`config.mk`:
```
export PLATFORM = sky130hd
export DESIGN_NAME = cosine_similarity_stream_flat
export DESIGN_NICKNAME = d
export VERILOG_FILES = /design/src/sv/css_pkg.sv /design/src/sv/css_if.sv /design/src/sv/cosine_similarity_stream.sv /design/src/sv/css_mul.sv /design/src/sv/css_alu.sv /design/src/sv/css_seq.sv /design/src/flat_wrapper.sv
export SDC_FILE = /design/constraint.sdc
export NUM_CORES = 2
export LEC_CHECK = 0
export CORE_UTILIZATION = 45
export DETAILED_ROUTE_END_ITERATION = 7
export DONT_BUFFER_PORTS = 1
export SYNTH_ARGS = -nofsm -noshare
export SYNTH_HDL_FRONTEND = slang
export SYNTH_SLANG_ARGS = --single-unit
```
`constraint.sdc`:
```
create_clock -name clk_i -period 13.65 [get_ports clk_i]
set_input_delay 2.73 -clock clk_i [delete_from_list [all_inputs] [get_ports clk_i]]
set_output_delay 2.73 -clock clk_i [all_outputs]
set_load 0.02 [all_outputs]
```
`src/sv/css_pkg.sv`:
```
// css_pkg: widths, limits, sequencer states and control structs for the
// streaming cosine similarity block. No dependencies.
`default_nettype none

package css_pkg;

  localparam int unsigned ELEM_W     = 16;  // element width, Q1.15
  localparam int unsigned ACC_W      = 40;  // accumulator width
  localparam int unsigned OPND_W     = 21;  // shared multiplier operand width
  localparam int unsigned PROD_W     = 42;  // shared multiplier product width
  localparam int unsigned ALU_W      = 42;  // shared adder/subtractor width
  localparam int unsigned ROOT_W     = 20;  // integer root of a 40-bit sum
  localparam int unsigned ROOT_STEPS = 20;  // one result bit per step
  localparam int unsigned DIV_STEPS  = 16;  // one quotient bit per step
  localparam int unsigned Q_W        = 16;  // quotient width
  localparam int unsigned STEP_W     = 5;

  localparam logic [ACC_W-1:0] SQ_MAX    = {ACC_W{1'b1}};
  localparam logic [ACC_W-1:0] DOT_MAX   = {1'b0, {(ACC_W-1){1'b1}}};
  localparam logic [ACC_W-1:0] DOT_MIN   = {1'b1, {(ACC_W-1){1'b0}}};
  // Highest power of four below 2^ACC_W.
  localparam logic [ACC_W-1:0] ROOT_BIT0 = {2'b01, {(ACC_W-2){1'b0}}};

  localparam logic [Q_W-1:0]    Q_NEG_LIM = {1'b1, {(Q_W-1){1'b0}}};
  localparam logic [ELEM_W-1:0] SIM_MAX   = {1'b0, {(ELEM_W-1){1'b1}}};
  localparam logic [ELEM_W-1:0] SIM_MIN   = {1'b1, {(ELEM_W-1){1'b0}}};

  // Product terms formed per pair, by step.
  localparam logic [STEP_W-1:0] TERM_AB = STEP_W'(0);
  localparam logic [STEP_W-1:0] TERM_AA = STEP_W'(1);
  localparam logic [STEP_W-1:0] TERM_BB = STEP_W'(2);

  localparam logic [STEP_W-1:0] ROOT_LAST = STEP_W'(ROOT_STEPS - 1);
  localparam logic [STEP_W-1:0] DIV_LAST  = STEP_W'(DIV_STEPS - 1);

  typedef enum logic [10:0] {
    ST_IDLE  = 11'b000_0000_0001,
    ST_MUL   = 11'b000_0000_0010,
    ST_ACC   = 11'b000_0000_0100,
    ST_TEST  = 11'b000_0000_1000,
    ST_ROOTA = 11'b000_0001_0000,
    ST_ROOTB = 11'b000_0010_0000,
    ST_NMUL  = 11'b000_0100_0000,
    ST_ABS   = 11'b000_1000_0000,
    ST_CHK   = 11'b001_0000_0000,
    ST_DIV   = 11'b010_0000_0000,
    ST_OUT   = 11'b100_0000_0000
  } css_state_e;

  typedef struct packed {
    css_state_e        state;
    logic [STEP_W-1:0] step;
    logic              step_last;
  } css_ctrl_t;

  typedef struct packed {
    logic in_xfer;
    logic last_pair;
    logic zero_sum;
    logic quot_sat;
    logic out_free;
  } css_stat_t;

endpackage

`default_nettype wire

```
`src/sv/css_if.sv`:
```
// css_in_if / css_out_if: valid/ready channels carrying element pairs and
// similarity results. Depends on css_pkg.
`default_nettype none

interface css_in_if import css_pkg::*; ();
  logic                     valid;
  logic                     ready;
  logic signed [ELEM_W-1:0] element_a;
  logic signed [ELEM_W-1:0] element_b;
  logic                     last_pair;

  modport source (output valid, output element_a, output element_b, output last_pair,
                  input ready);
  modport sink   (input valid, input element_a, input element_b, input last_pair,
                  output ready);
endinterface

interface css_out_if import css_pkg::*; ();
  logic                     valid;
  logic                     ready;
  logic signed [ELEM_W-1:0] similarity;
  logic                     zero_norm;

  modport source (output valid, output similarity, output zero_norm, input ready);
  modport sink   (input valid, input similarity, input zero_norm, output ready);
endinterface

`default_nettype wire

```
`src/sv/cosine_similarity_stream.sv`:
```
// Streaming cosine similarity: each pair's three products go through one
// multiplier and one adder before input is ready again.
// A final pair adds two 20-step square roots, a norm product and a 16-step
// divide (no divide when the quotient saturates, neither roots nor divide
// for a zero norm); loading the output register then frees input.
// Reset (async, active low) clears the sequencer, accumulators and output valid.
`default_nettype none

module cosine_similarity_stream import css_pkg::*; (
  input  wire logic clk_i,
  input  wire logic rst_ni,
  css_in_if.sink    in_i,
  css_out_if.source out_o
);

  css_ctrl_t ctrl;
  css_stat_t stat;

  // Latched input pair.
  logic signed [ELEM_W-1:0] a_q, b_q;
  logic                     last_q;

  // Shared multiplier and its product register. The norm product stays in
  // prod_q and serves as the divisor.
  logic signed [OPND_W-1:0] mul_x, mul_y;
  logic signed [PROD_W-1:0] mul_p, prod_q;
  logic [ACC_W-1:0]         den;

  // Shared adder/subtractor.
  logic signed [ALU_W-1:0] alu_x, alu_y, alu_r;
  logic                    alu_sub, alu_ge;

  // Accumulators.
  logic signed [ACC_W-1:0] dot_q;
  logic [ACC_W-1:0]        sqa_q, sqb_q;
  logic [ACC_W-1:0]        dot_sat, sq_sat;

  // Root, divide and result registers.
  logic [ACC_W-1:0]  rx_q, root_q, bit_q, root_try, root_nxt;
  logic [ROOT_W-1:0] na_q, nb_q;
  logic [ACC_W-1:0]  mag_q, rem_q;
  logic [ACC_W:0]    rem_sh;
  logic [Q_W-1:0]    quo_q;
  logic              zn_q, sat_q;
  logic              out_valid_q, zno_q, out_load;
  logic [ELEM_W-1:0] sim_q, sim_val;
  logic              neg;

  css_seq u_seq (
    .clk_i  (clk_i),
    .rst_ni (rst_ni),
    .stat_i (stat),
    .ctrl_o (ctrl)
  );

  css_mul u_mul (
    .a_i (mul_x),
    .b_i (mul_y),
    .p_o (mul_p)
  );

  css_alu u_alu (
    .x_i   (alu_x),
    .y_i   (alu_y),
    .sub_i (alu_sub),
    .r_o   (alu_r),
    .ge_o  (alu_ge)
  );

  // Handshake: take a pair only when the sequencer is idle.
  assign in_i.ready = (ctrl.state == ST_IDLE);
  assign out_load   = (ctrl.state == ST_OUT) && stat.out_free;

  assign stat.in_xfer   = in_i.valid && in_i.ready;
  assign stat.last_pair = last_q;
  assign stat.zero_sum  = (sqa_q == '0) || (sqb_q == '0);
  assign stat.quot_sat  = alu_ge;
  assign stat.out_free  = !out_valid_q || out_o.ready;

  assign out_o.valid      = out_valid_q;
  assign out_o.similarity = sim_q;
  assign out_o.zero_norm  = zno_q;

  assign den = prod_q[ACC_W-1:0];

  // Multiplier operands: a*b, a*a, b*b per pair, then normA*normB.
  always_comb begin
    mul_x = '0;
    mul_y = '0;
    unique case (ctrl.state)
      ST_MUL: begin
        unique case (ctrl.step)
          TERM_AB: begin
            mul_x = OPND_W'(a_q);
            mul_y = OPND_W'(b_q);
          end
          TERM_AA: begin
            mul_x = OPND_W'(a_q);
            mul_y = OPND_W'(a_q);
          end
          default: begin
            mul_x = OPND_W'(b_q);
            mul_y = OPND_W'(b_q);
          end
        endcase
      end
      ST_NMUL: begin
        mul_x = {1'b0, na_q};
        mul_y = {1'b0, nb_q};
      end
      default: begin
        mul_x = '0;
        mul_y = '0;
      end
    endcase
  end

  // Root step: trial value is root|bit, since root holds no bits below 2*bit.
  assign root_try = root_q | bit_q;
  assign root_nxt = alu_ge ? ((root_q >> 1) | bit_q) : (root_q >> 1);

  // Divide step: shift in the numerator's only live low bit on the first step.
  assign rem_sh = {rem_q, (ctrl.step == '0) ? mag_q[0] : 1'b0};

  // Adder operands per state.
  always_comb begin
    alu_x   = '0;
    alu_y   = '0;
    alu_sub = 1'b1;
    unique case (ctrl.state)
      ST_ACC: begin
        alu_sub = 1'b0;
        alu_y   = prod_q;
        unique case (ctrl.step)
          TERM_AB: alu_x = ALU_W'(dot_q);
          TERM_AA: alu_x = {2'b00, sqa_q};
          default: alu_x = {2'b00, sqb_q};
        endcase
      end
      ST_ROOTA, ST_ROOTB: begin
        alu_x = {2'b00, rx_q};
        alu_y = {2'b00, root_try};
      end
      ST_ABS: begin
        alu_x = '0;
        alu_y = ALU_W'(dot_q);
      end
      ST_CHK: begin
        // Quotient reaches 2^16 exactly when |dot| >= 2*den.
        alu_x = {2'b00, mag_q};
        alu_y = {1'b0, den, 1'b0};
      end
      ST_DIV: begin
        alu_x = {1'b0, rem_sh};
        alu_y = {2'b00, den};
      end
      default: begin
        alu_x   = '0;
        alu_y   = '0;
        alu_sub = 1'b1;
      end
    endcase
  end

  // Saturate the sums: dot to signed 40 bits, squares to unsigned 40 bits.
  always_comb begin
    if ((alu_r[ALU_W-1:ACC_W-1] == '0) || (alu_r[ALU_W-1:ACC_W-1] == '1)) begin
      dot_sat = alu_r[ACC_W-1:0];
    end else begin
      dot_sat = alu_r[ALU_W-1] ? DOT_MIN : DOT_MAX;
    end
    sq_sat = (alu_r[ALU_W-1:ACC_W] != '0) ? SQ_MAX : alu_r[ACC_W-1:0];
  end

  // Final Q1.15 value: sign from the dot product, magnitude from the quotient.
  assign neg = dot_q[ACC_W-1];
  always_comb begin
    priority if (zn_q) begin
      sim_val = '0;
    end else if (sat_q) begin
      sim_val = neg ? SIM_MIN : SIM_MAX;
    end else if (neg) begin
      sim_val = (quo_q > Q_NEG_LIM) ? SIM_MIN : ELEM_W'(~quo_q + Q_W'(1));
    end else begin
      sim_val = quo_q[Q_W-1] ? SIM_MAX : ELEM_W'(quo_q);
    end
  end

  // Control state and accumulators.
  always_ff @(posedge clk_i or negedge rst_ni) begin
    if (!rst_ni) begin
      out_valid_q <= 1'b0;
      dot_q       <= '0;
      sqa_q       <= '0;
      sqb_q       <= '0;
    end else begin
      if (out_load) begin
        out_valid_q <= 1'b1;
      end else if (out_o.ready) begin
        out_valid_q <= 1'b0;
      end

      if (out_load) begin
        // Clear for the next vector pair.
        dot_q <= '0;
        sqa_q <= '0;
        sqb_q <= '0;
      end else if (ctrl.state == ST_ACC) begin
        unique case (ctrl.step)
          TERM_AB: dot_q <= dot_sat;
          TERM_AA: sqa_q <= sq_sat;
          default: sqb_q <= sq_sat;
        endcase
      end
    end
  end

  // Datapath registers.
  always_ff @(posedge clk_i) begin
    if (stat.in_xfer) begin
      a_q    <= in_i.element_a;
      b_q    <= in_i.element_b;
      last_q <= in_i.last_pair;
    end

    if ((ctrl.state == ST_MUL) || (ctrl.state == ST_NMUL)) begin
      prod_q <= mul_p;
    end

    unique case (ctrl.state)
      ST_TEST: begin
        zn_q   <= stat.zero_sum;
        sat_q  <= 1'b0;
        rx_q   <= sqa_q;
        root_q <= '0;
        bit_q  <= ROOT_BIT0;
      end
      ST_ROOTA, ST_ROOTB: begin
        if (ctrl.step_last) begin
          if (ctrl.state == ST_ROOTA) begin
            na_q <= root_nxt[ROOT_W-1:0];
          end else begin
            nb_q <= root_nxt[ROOT_W-1:0];
          end
          // Reload for the second root; harmless after it.
          rx_q   <= sqb_q;
          root_q <= '0;
          bit_q  <= ROOT_BIT0;
        end else begin
          if (alu_ge) begin
            rx_q <= alu_r[ACC_W-1:0];
          end
          root_q <= root_nxt;
          bit_q  <= bit_q >> 2;
        end
      end
      ST_ABS: begin
        mag_q <= neg ? alu_r[ACC_W-1:0] : dot_q;
      end
      ST_CHK: begin
        sat_q <= alu_ge;
        rem_q <= {1'b0, mag_q[ACC_W-1:1]};
        quo_q <= '0;
      end
      ST_DIV: begin
        rem_q <= alu_ge ? alu_r[ACC_W-1:0] : rem_sh[ACC_W-1:0];
        quo_q <= {quo_q[Q_W-2:0], alu_ge};
      end
      default: begin
      end
    endcase

    if (out_load) begin
      sim_q <= sim_val;
      zno_q <= zn_q;
    end
  end

`ifndef SYNTHESIS
  a_valid_from_out: assert property (@(posedge clk_i) disable iff (!rst_ni)
    $rose(out_valid_q) |-> $past(ctrl.state == ST_OUT))
    else $error("result raised outside the output state");

  a_zero_norm_value: assert property (@(posedge clk_i) disable iff (!rst_ni)
    (out_valid_q && zno_q) |-> (sim_q == '0))
    else $error("zero-norm result carries a nonzero similarity");

  a_acc_cleared: assert property (@(posedge clk_i) disable iff (!rst_ni)
    out_load |=> ((dot_q == '0) && (sqa_q == '0) && (sqb_q == '0)))
    else $error("accumulators not cleared after a result");

  a_root_steps: assert property (@(posedge clk_i) disable iff (!rst_ni)
    ((ctrl.state == ST_ROOTA) || (ctrl.state == ST_ROOTB)) |->
      (ctrl.step < STEP_W'(ROOT_STEPS)))
    else $error("root step count out of range");
`endif

endmodule

`default_nettype wire

```
`src/sv/css_mul.sv`:
```
// css_mul: shared signed multiplier for element products and the norm product.
// Depends on css_pkg.
`default_nettype none

module css_mul import css_pkg::*; (
  input  wire logic signed [OPND_W-1:0] a_i,
  input  wire logic signed [OPND_W-1:0] b_i,
  output logic signed [PROD_W-1:0]      p_o
);

  assign p_o = a_i * b_i;

endmodule

`default_nettype wire

```
`src/sv/css_alu.sv`:
```
// css_alu: shared add/subtract unit for accumulation, root and divide steps.
// Depends on css_pkg.
`default_nettype none

module css_alu import css_pkg::*; (
  input  wire logic signed [ALU_W-1:0] x_i,
  input  wire logic signed [ALU_W-1:0] y_i,
  input  wire logic                    sub_i,
  output logic signed [ALU_W-1:0]      r_o,
  output logic                         ge_o
);

  assign r_o  = sub_i ? (x_i - y_i) : (x_i + y_i);
  // Non-negative difference: x >= y.
  assign ge_o = ~r_o[ALU_W-1];

endmodule

`default_nettype wire

```
`src/sv/css_seq.sv`:
```
// css_seq: sequencer that steps the shared multiplier and adder through
// accumulation, two square roots, the norm product and the divide.
// Depends on css_pkg.
`default_nettype none

module css_seq import css_pkg::*; (
  input  wire logic      clk_i,
  input  wire logic      rst_ni,
  input  wire css_stat_t stat_i,
  output css_ctrl_t      ctrl_o
);

  css_state_e        state_q, state_d;
  logic [STEP_W-1:0] step_q, step_d;
  logic              step_last;

  always_comb begin
    step_last = 1'b0;
    unique case (state_q)
      ST_ACC:             step_last = (step_q == TERM_BB);
      ST_ROOTA, ST_ROOTB: step_last = (step_q == ROOT_LAST);
      ST_DIV:             step_last = (step_q == DIV_LAST);
      default:            step_last = 1'b0;
    endcase
  end

  always_comb begin
    state_d = state_q;
    step_d  = step_q;
    unique case (state_q)
      ST_IDLE: begin
        if (stat_i.in_xfer) begin
          state_d = ST_MUL;
          step_d  = '0;
        end
      end
      ST_MUL: state_d = ST_ACC;
      ST_ACC: begin
        if (step_last) begin
          step_d  = '0;
          state_d = stat_i.last_pair ? ST_TEST : ST_IDLE;
        end else begin
          step_d  = step_q + STEP_W'(1);
          state_d = ST_MUL;
        end
      end
      ST_TEST: begin
        step_d  = '0;
        state_d = stat_i.zero_sum ? ST_OUT : ST_ROOTA;
      end
      ST_ROOTA: begin
        if (step_last) begin
          step_d  = '0;
          state_d = ST_ROOTB;
        end else begin
          step_d = step_q + STEP_W'(1);
        end
      end
      ST_ROOTB: begin
        if (step_last) begin
          step_d  = '0;
          state_d = ST_NMUL;
        end else begin
          step_d = step_q + STEP_W'(1);
        end
      end
      ST_NMUL: state_d = ST_ABS;
      ST_ABS:  state_d = ST_CHK;
      ST_CHK: begin
        step_d  = '0;
        state_d = stat_i.quot_sat ? ST_OUT : ST_DIV;
      end
      ST_DIV: begin
        if (step_last) begin
          state_d = ST_OUT;
        end else begin
          step_d = step_q + STEP_W'(1);
        end
      end
      ST_OUT: begin
        if (stat_i.out_free) begin
          state_d = ST_IDLE;
        end
      end
      default: begin
        state_d = ST_IDLE;
        step_d  = '0;
      end
    endcase
  end

  always_ff @(posedge clk_i or negedge rst_ni) begin
    if (!rst_ni) begin
      state_q <= ST_IDLE;
      step_q  <= '0;
    end else begin
      state_q <= state_d;
      step_q  <= step_d;
    end
  end

  assign ctrl_o = '{state: state_q, step: step_q, step_last: step_last};

endmodule

`default_nettype wire

```
`src/flat_wrapper.sv`:
```
// flat-port wrapper written by rule: the top's interface ports become plain ports
module cosine_similarity_stream_flat import css_pkg::*;
  (clk_i, rst_ni, in_i_valid, in_i_element_a, in_i_element_b, in_i_last_pair, in_i_ready, out_o_valid, out_o_similarity, out_o_zero_norm, out_o_ready);
  css_in_if in_i_i ();
  css_out_if out_o_i ();
  input  wire logic clk_i;
  input  wire logic rst_ni;
  input wire logic [$bits(in_i_i.valid)-1:0] in_i_valid;
  input wire logic [$bits(in_i_i.element_a)-1:0] in_i_element_a;
  input wire logic [$bits(in_i_i.element_b)-1:0] in_i_element_b;
  input wire logic [$bits(in_i_i.last_pair)-1:0] in_i_last_pair;
  output wire logic [$bits(in_i_i.ready)-1:0] in_i_ready;
  output wire logic [$bits(out_o_i.valid)-1:0] out_o_valid;
  output wire logic [$bits(out_o_i.similarity)-1:0] out_o_similarity;
  output wire logic [$bits(out_o_i.zero_norm)-1:0] out_o_zero_norm;
  input wire logic [$bits(out_o_i.ready)-1:0] out_o_ready;
  assign in_i_i.valid = in_i_valid;
  assign in_i_i.element_a = in_i_element_a;
  assign in_i_i.element_b = in_i_element_b;
  assign in_i_i.last_pair = in_i_last_pair;
  assign in_i_ready = in_i_i.ready;
  assign out_o_valid = out_o_i.valid;
  assign out_o_similarity = out_o_i.similarity;
  assign out_o_zero_norm = out_o_i.zero_norm;
  assign out_o_i.ready = out_o_ready;
  cosine_similarity_stream u_core (.clk_i(clk_i), .rst_ni(rst_ni), .in_i(in_i_i), .out_o(out_o_i));
endmodule
```
; ---- Word level (Yosys, flattened, before mapping)
; Index checks and enable logic that the tools add are counted.
[totals]
register_bits = 487
inputBits = 37
out_inout_bits = 19
word_cells = 146
[classes]
add_sub_neg = 4
mul = 1
order_cmp = 1
n_eq_ne = 24
mux = 56
bitwise_logic = 6
n_reduce_logical = 31
[op_table]
columns = cell, count
row1 = $mux 40, 17
row2 = $pmux 40 s2, 4
row3 = $pmux 42 s5, 1
row4 = $pmux 42 s4, 1
row5 = $pmux 11 s11, 1
row6 = $pmux 21 s2, 2
row7 = $pmux 42 s2, 1
row8 = $logic_not 40->1, 2
row9 = $mux 39, 2
row10 = $mux 11, 7
row11 = $mux 16, 4
row12 = $add 42x42->42, 1
row13 = $mul 21x21->42, 1
row14 = $mux 21, 2
row15 = $mux 42, 1
row16 = $sub 42x42->42, 1
row17 = $or 39x40->40, 1
row18 = $or 40x40->40, 1
row19 = $pmux 16 s2, 1
row20 = $pmux 5 s4, 1
row21 = $add 16x1->16 const B, 1
row22 = $gt 16x16->1 const B, 1
row23 = $not 16->16, 1
row24 = $reduce_bool 2->1, 8
row25 = 38 further kinds, 60

; ---- Logic depth before layout (Yosys ltp)
[logic_depth]
word_depth = 11
ltp_mapped = 37
depth_no_buf = 33

; ---- Cells and area by module
; A second synthesis with hierarchy kept.
[unflattened]
hier_cells = 4450
area_unflattened_um2 = 42814.8
[by_module_without_submodules]
columns = module, n_inst, cells_per_inst, area_each_um2, seq_area_each_um2
row1 = cosine_similarity_stream, 1, 2021, 21857.2, 12907.4
row2 = css_mul, 1, 1836, 16540.9, 0.0
row3 = css_alu, 1, 492, 3384.5, 0.0
row4 = css_seq, 1, 101, 1032.2, 401.6

; ---- Worst setup path after synthesis
; OpenSTA, ideal clock, no wires.
[synth_path]
kind = register to register
startpoint = register u_core.u_seq.step_q[0]
endpoint = register u_core.prod_q[39] (data pin)
setup_ns = 0.258
t_arrival_ns = 8.694
required_ns = 13.392
setup_slack_ns = 4.699
stages_incl_launch_ff = 35
n_path_buf = 2
period_less_slack_ns = 8.951
path_cell_list = dfrtp_1 inv_1 ha_1 nor4b_1 nor2_1 clkbuf_1 mux2i_1 o21a_1 clkbuf_1 nor2_1 fa_1 fa_1 inv_1 fa_1 inv_1 fa_1 inv_1 fa_1 inv_1 fa_1 inv_1 fa_1 inv_1 ha_1 and3_1 nand4_1 or3_1 a31oi_1 o2111ai_1 a31oi_1 a21oi_1 o21ai_0 a41oi_1 nor2b_1 xnor2_1
[synth_between]
elab_chain_len = 5
elab_cells_between_ends = 8
cone_classes = 1 x mul / 1 x eq/ne / 4 x mux / 2 x reduce/logical
[synth_lines]
columns = item, line_no
row1 = start: declaration, css_seq.sv:14  ; logic [STEP_W-1:0] step_q, step_d;
row2 = start signal: assignment, css_seq.sv:98  ; step_q <= step_d;
row3 = $eq 5x1->1 or $logic_not 5->1 (tied branches), cosine_similarity_stream.sv:92  ; unique case (ctrl.step)
row4 = $reduce_or 2->1 (no source line), --
row5 = $mux 21, cosine_similarity_stream.sv:92
row6 = $pmux 21 s2, cosine_similarity_stream.sv:90  ; unique case (ctrl.state)
row7 = $mul 21x21->42 *, css_mul.sv:11  ; assign p_o = a_i * b_i;
row8 = net u_core.mul_p[39], cosine_similarity_stream.sv:26  ; logic signed [PROD_W-1:0] mul_p, prod_q;
row9 = end signal: assignment, cosine_similarity_stream.sv:227  ; prod_q <= mul_p;
row10 = end: declaration, cosine_similarity_stream.sv:26
; The timed path passes the listed nets; every way through them passes the cells marked *.
; A chain may end at the register's enable or synchronous reset.

; ---- Worst setup path in the final report
[layout_path]
startpoint = register u_core.u_seq.step_q[0]
endpoint = register u_core.prod_q[41] (data pin)
; The elaborated chain is that of the path after synthesis.

==> flow_summary.ini <==
[setup_path]
cpMostUsedCell = fa_1
critPathBufInv = 7
crit_type = flop to flop
path_delay_family = adder cells
required_ns = 14.01
r2r_slack_ns = 3.17
startpoint = u_core.u_seq.step_q[0]$_DFFE_PN0P_
ff2ff_path_depth = 33
r2r_end = u_core.prod_q[41]$_DFFE_PN_
cp-end-kind = flop
cpPeakStageDelay_ns = 0.96
critPathMaxFanout = 20
rr_startpoint = u_core.u_seq.step_q[0]$_DFFE_PN0P_
critPathArrivalTime_ns = 10.85
critical-path-slowest-cell = a21oi_1
start_kind = flop

[floorplanning]
die_h_um = 306
die_area_um2 = 93600
initial_utilization = 0.454
core_um2 = 91500
die_x_um = 306
pin_count = 56
rows = 111

[synthesis]
synth_area_um2 = 41600
synth_seq_cells = 466
synth-seq-area-share = 0.320
yosysUniqueCellTypes = 87
ys_warn_count = 0
synth_nets = 4947
synth_edf_count = 329
async_reset_ff_frac = 0.294
synth_area_per_cell_um2 = 9.68
syn_inst = 4293
synth_ff_type = edfxtp_1

[finish]
antennaDiodeCount = 0
finalCoreUtilization = 0.487
nNetsFinal = 4830
drive_gt1_frac = 0.0642
area_growth_pct = 7.31
mostFrequentLayoutCell = inv_1
mostFrequentLayoutCells = inv_1 (557), nand2_1 (476), fa_1 (460), nor2_1 (393), edfxtp_1 (329)

[clock_tree]
cts_tree = built
cts.sinks = 466
cts_post_setup_buffers_inserted = 0
h-tree-depth = 2
clk_latency_ns = 0.67
cts_buffer_depth = 3
holdBufCountCts = 0
cts_resized = 0
path_clk_slew_ns = 0.06
cts_root_buf = clkbuf_16
cts_buffers = 54

[timing]
rsz0062_at_grt = no
min_period_over_period = 0.768
hold_violations = 0
fin_setup_tns_ns = 0
slew_headroom = 0.124
tightest_slew_ns = 1.30
timing.final.crit_period_ns = 10.48
finalSetupViolCount = 0
fmax_mhz = 95.4
maxSlewViolCount = 0
finClkSkew_ns = 0.0357

[hold_path]
hold_path_class = flop to flop
hold_path_depth = 1
hp-start = u_core.root_q[28]$_SDFFCE_PP0P_
min_to = u_core.root_q[27]$_SDFFCE_PP0P_

[global_routing]
grt_pass1_vias = 32400
grt_util_met2 = 0.448
grt.overflow.total = 0
use_met1 = 0.396
grt_use_total = 0.283
top_usage_layer = met2
grt_max_degree = 138
gr-usage-met3 = 0.0380
grt_pass1_wl_mm = 202
antenna_found_initial = 1

[drt]
num_vias = 32400
drtPass1Iterations = 8
wire_per_inst_um = 24.3
drc = 0
ant_nets = 0
wl_mm = 131
first_iter_violations = 3724
viasPerCell = 5.99

[placement]
hpwl_mm = 95.1
gp_congestion = 0.994
io_buffers = 0

[power]
p_total_mw = 6.93
vdd_drop_max_mv = 0.193
powerDensity_nw_per_um2 = 155
leakagePower_nw = 19.4

[flow_run]
maxCapViolations = 0

[run_status]
status = completed
-- area by class of cell --
class / count / area [um^2]
fillers: 8528 / 46900
multi-input cells: 3019 / 25300
flip-flops and latches: 466 / 13300
inverters: 559 / 2100
clock buffers: 72 / 1550
well taps: 1186 / 1480
repair buffers: 76 / 571
clock inverters: 30 / 309
-- report_power, final --
group          leakage (nW)  switching (mW)  internal (mW)  total, mW
Clock                 0.905           0.640          0.867       1.51
Combinational          13.7            2.22           1.12       3.34
Sequential             4.77           0.306           1.77       2.08
-- synthesized netlist by cell type, drive strengths merged (31+ instances only) --
library cell / count / area share
fa: 460 / 0.22
mux2i: 61 / 0.015
nand2: 478 / 0.043
buf: 52 / 0.0071
nand3: 33 / 0.0040
xnor2: 89 / 0.019
a21oi: 282 / 0.034
o21ai: 233 / 0.028
and2: 93 / 0.014
a21o: 53 / 0.0096
inv: 559 / 0.050
dfrtp: 136 / 0.082
nor2: 402 / 0.036
clkbuf: 197 / 0.018
edfxtp: 329 / 0.24
o21a: 31 / 0.0056
nor4: 39 / 0.0068
a221o: 43 / 0.010
nor3: 44 / 0.0054
a222oi: 61 / 0.015
xor2: 47 / 0.010
mux2: 35 / 0.0095
a31oi: 51 / 0.0077
nand4: 34 / 0.0051
ha: 157 / 0.047
-- sequential cells by signal, indices dropped and copies added (netlist names), 5 cells and up --
signal                   count
u_core.mag_q                40
u_core.sqb_q                40
u_core.rx_q                 40
u_core.bit_q                20
u_core.quo_q                16
u_core.sqa_q                40
u_core.rem_q                40
u_core.u_seq.state_q        11
u_core.b_q                  16
u_core.a_q                  16
u_core.nb_q                 20
u_core.root_q               39
u_core.prod_q               42
u_core.u_seq.step_q          5
u_core.na_q                 20
u_core.out_o.similarity     16
u_core.dot_q                40
-- stage by stage --
stage	instances	hold WS, ns	area [um^2]	setup WS, ns
final	5408	0.542	44600	3.17
after CTS	5408	0.547	44600	3.27
after detailed placement	5306	0.531	42700	3.36
after global routing	5408	0.566	44600	2.53
after floorplan	4293	0.424	41600	4.70
after global placement	5306	0.524	42700	3.41
-- metal layers --
metal  share of wire  wire length (um)  up-vias
met1            0.42             55700    16200
met2            0.46             59800     1504
li1                -                 -    14400
met3           0.079             10400      267
met5               0                 0        -
met4           0.040              5290        0
-- how the worst max path moves through the flow --
stage	depth (start not counted)	to	slack (ns)
final	33	u_core.prod_q[41]$_DFFE_PN_	3.17
after global placement	33	u_core.prod_q[39]$_DFFE_PN_	3.41
after floorplan	34	u_core.prod_q[39]$_DFFE_PN_	4.70
after CTS	33	u_core.prod_q[39]$_DFFE_PN_	3.27
after detailed placement	33	u_core.prod_q[39]$_DFFE_PN_	3.36
after global routing	33	u_core.prod_q[41]$_DFFE_PN_	2.53
-- worst register-to-register path: cells and delay by family, from the launching register on --
| family | cells | cell delay (ns) |
|---|---|---|
| multiplexers | 1 | 0.32 |
| flip-flops | 1 | 0.42 |
| adder cells (fa/ha/maj) | 9 | 4.09 |
| XOR/XNOR | 1 | 0.13 |
| AO/OA/AOI/OAI | 10 | 3.05 |
| AND/OR/NAND/NOR | 5 | 1.18 |
| buffers and inverters | 7 | 1.00 |
-- kinds of logic (layout without fill, tap and decap cells) --
kind of cell | count (synthesis) | count (layout) | synth area share
multiplexers | 96 | 96 | 0.0242
AO/OA/AOI/OAI | 938 | 938 | 0.148
XOR/XNOR | 136 | 136 | 0.0288
AND/OR/NAND/NOR | 1232 | 1232 | 0.134
buffers and inverters | 808 | 737 | 0.0754
adder cells (fa/ha/maj) | 617 | 617 | 0.269
flip-flops | 466 | 466 | 0.320
Power figures use the tool's default switching activity.
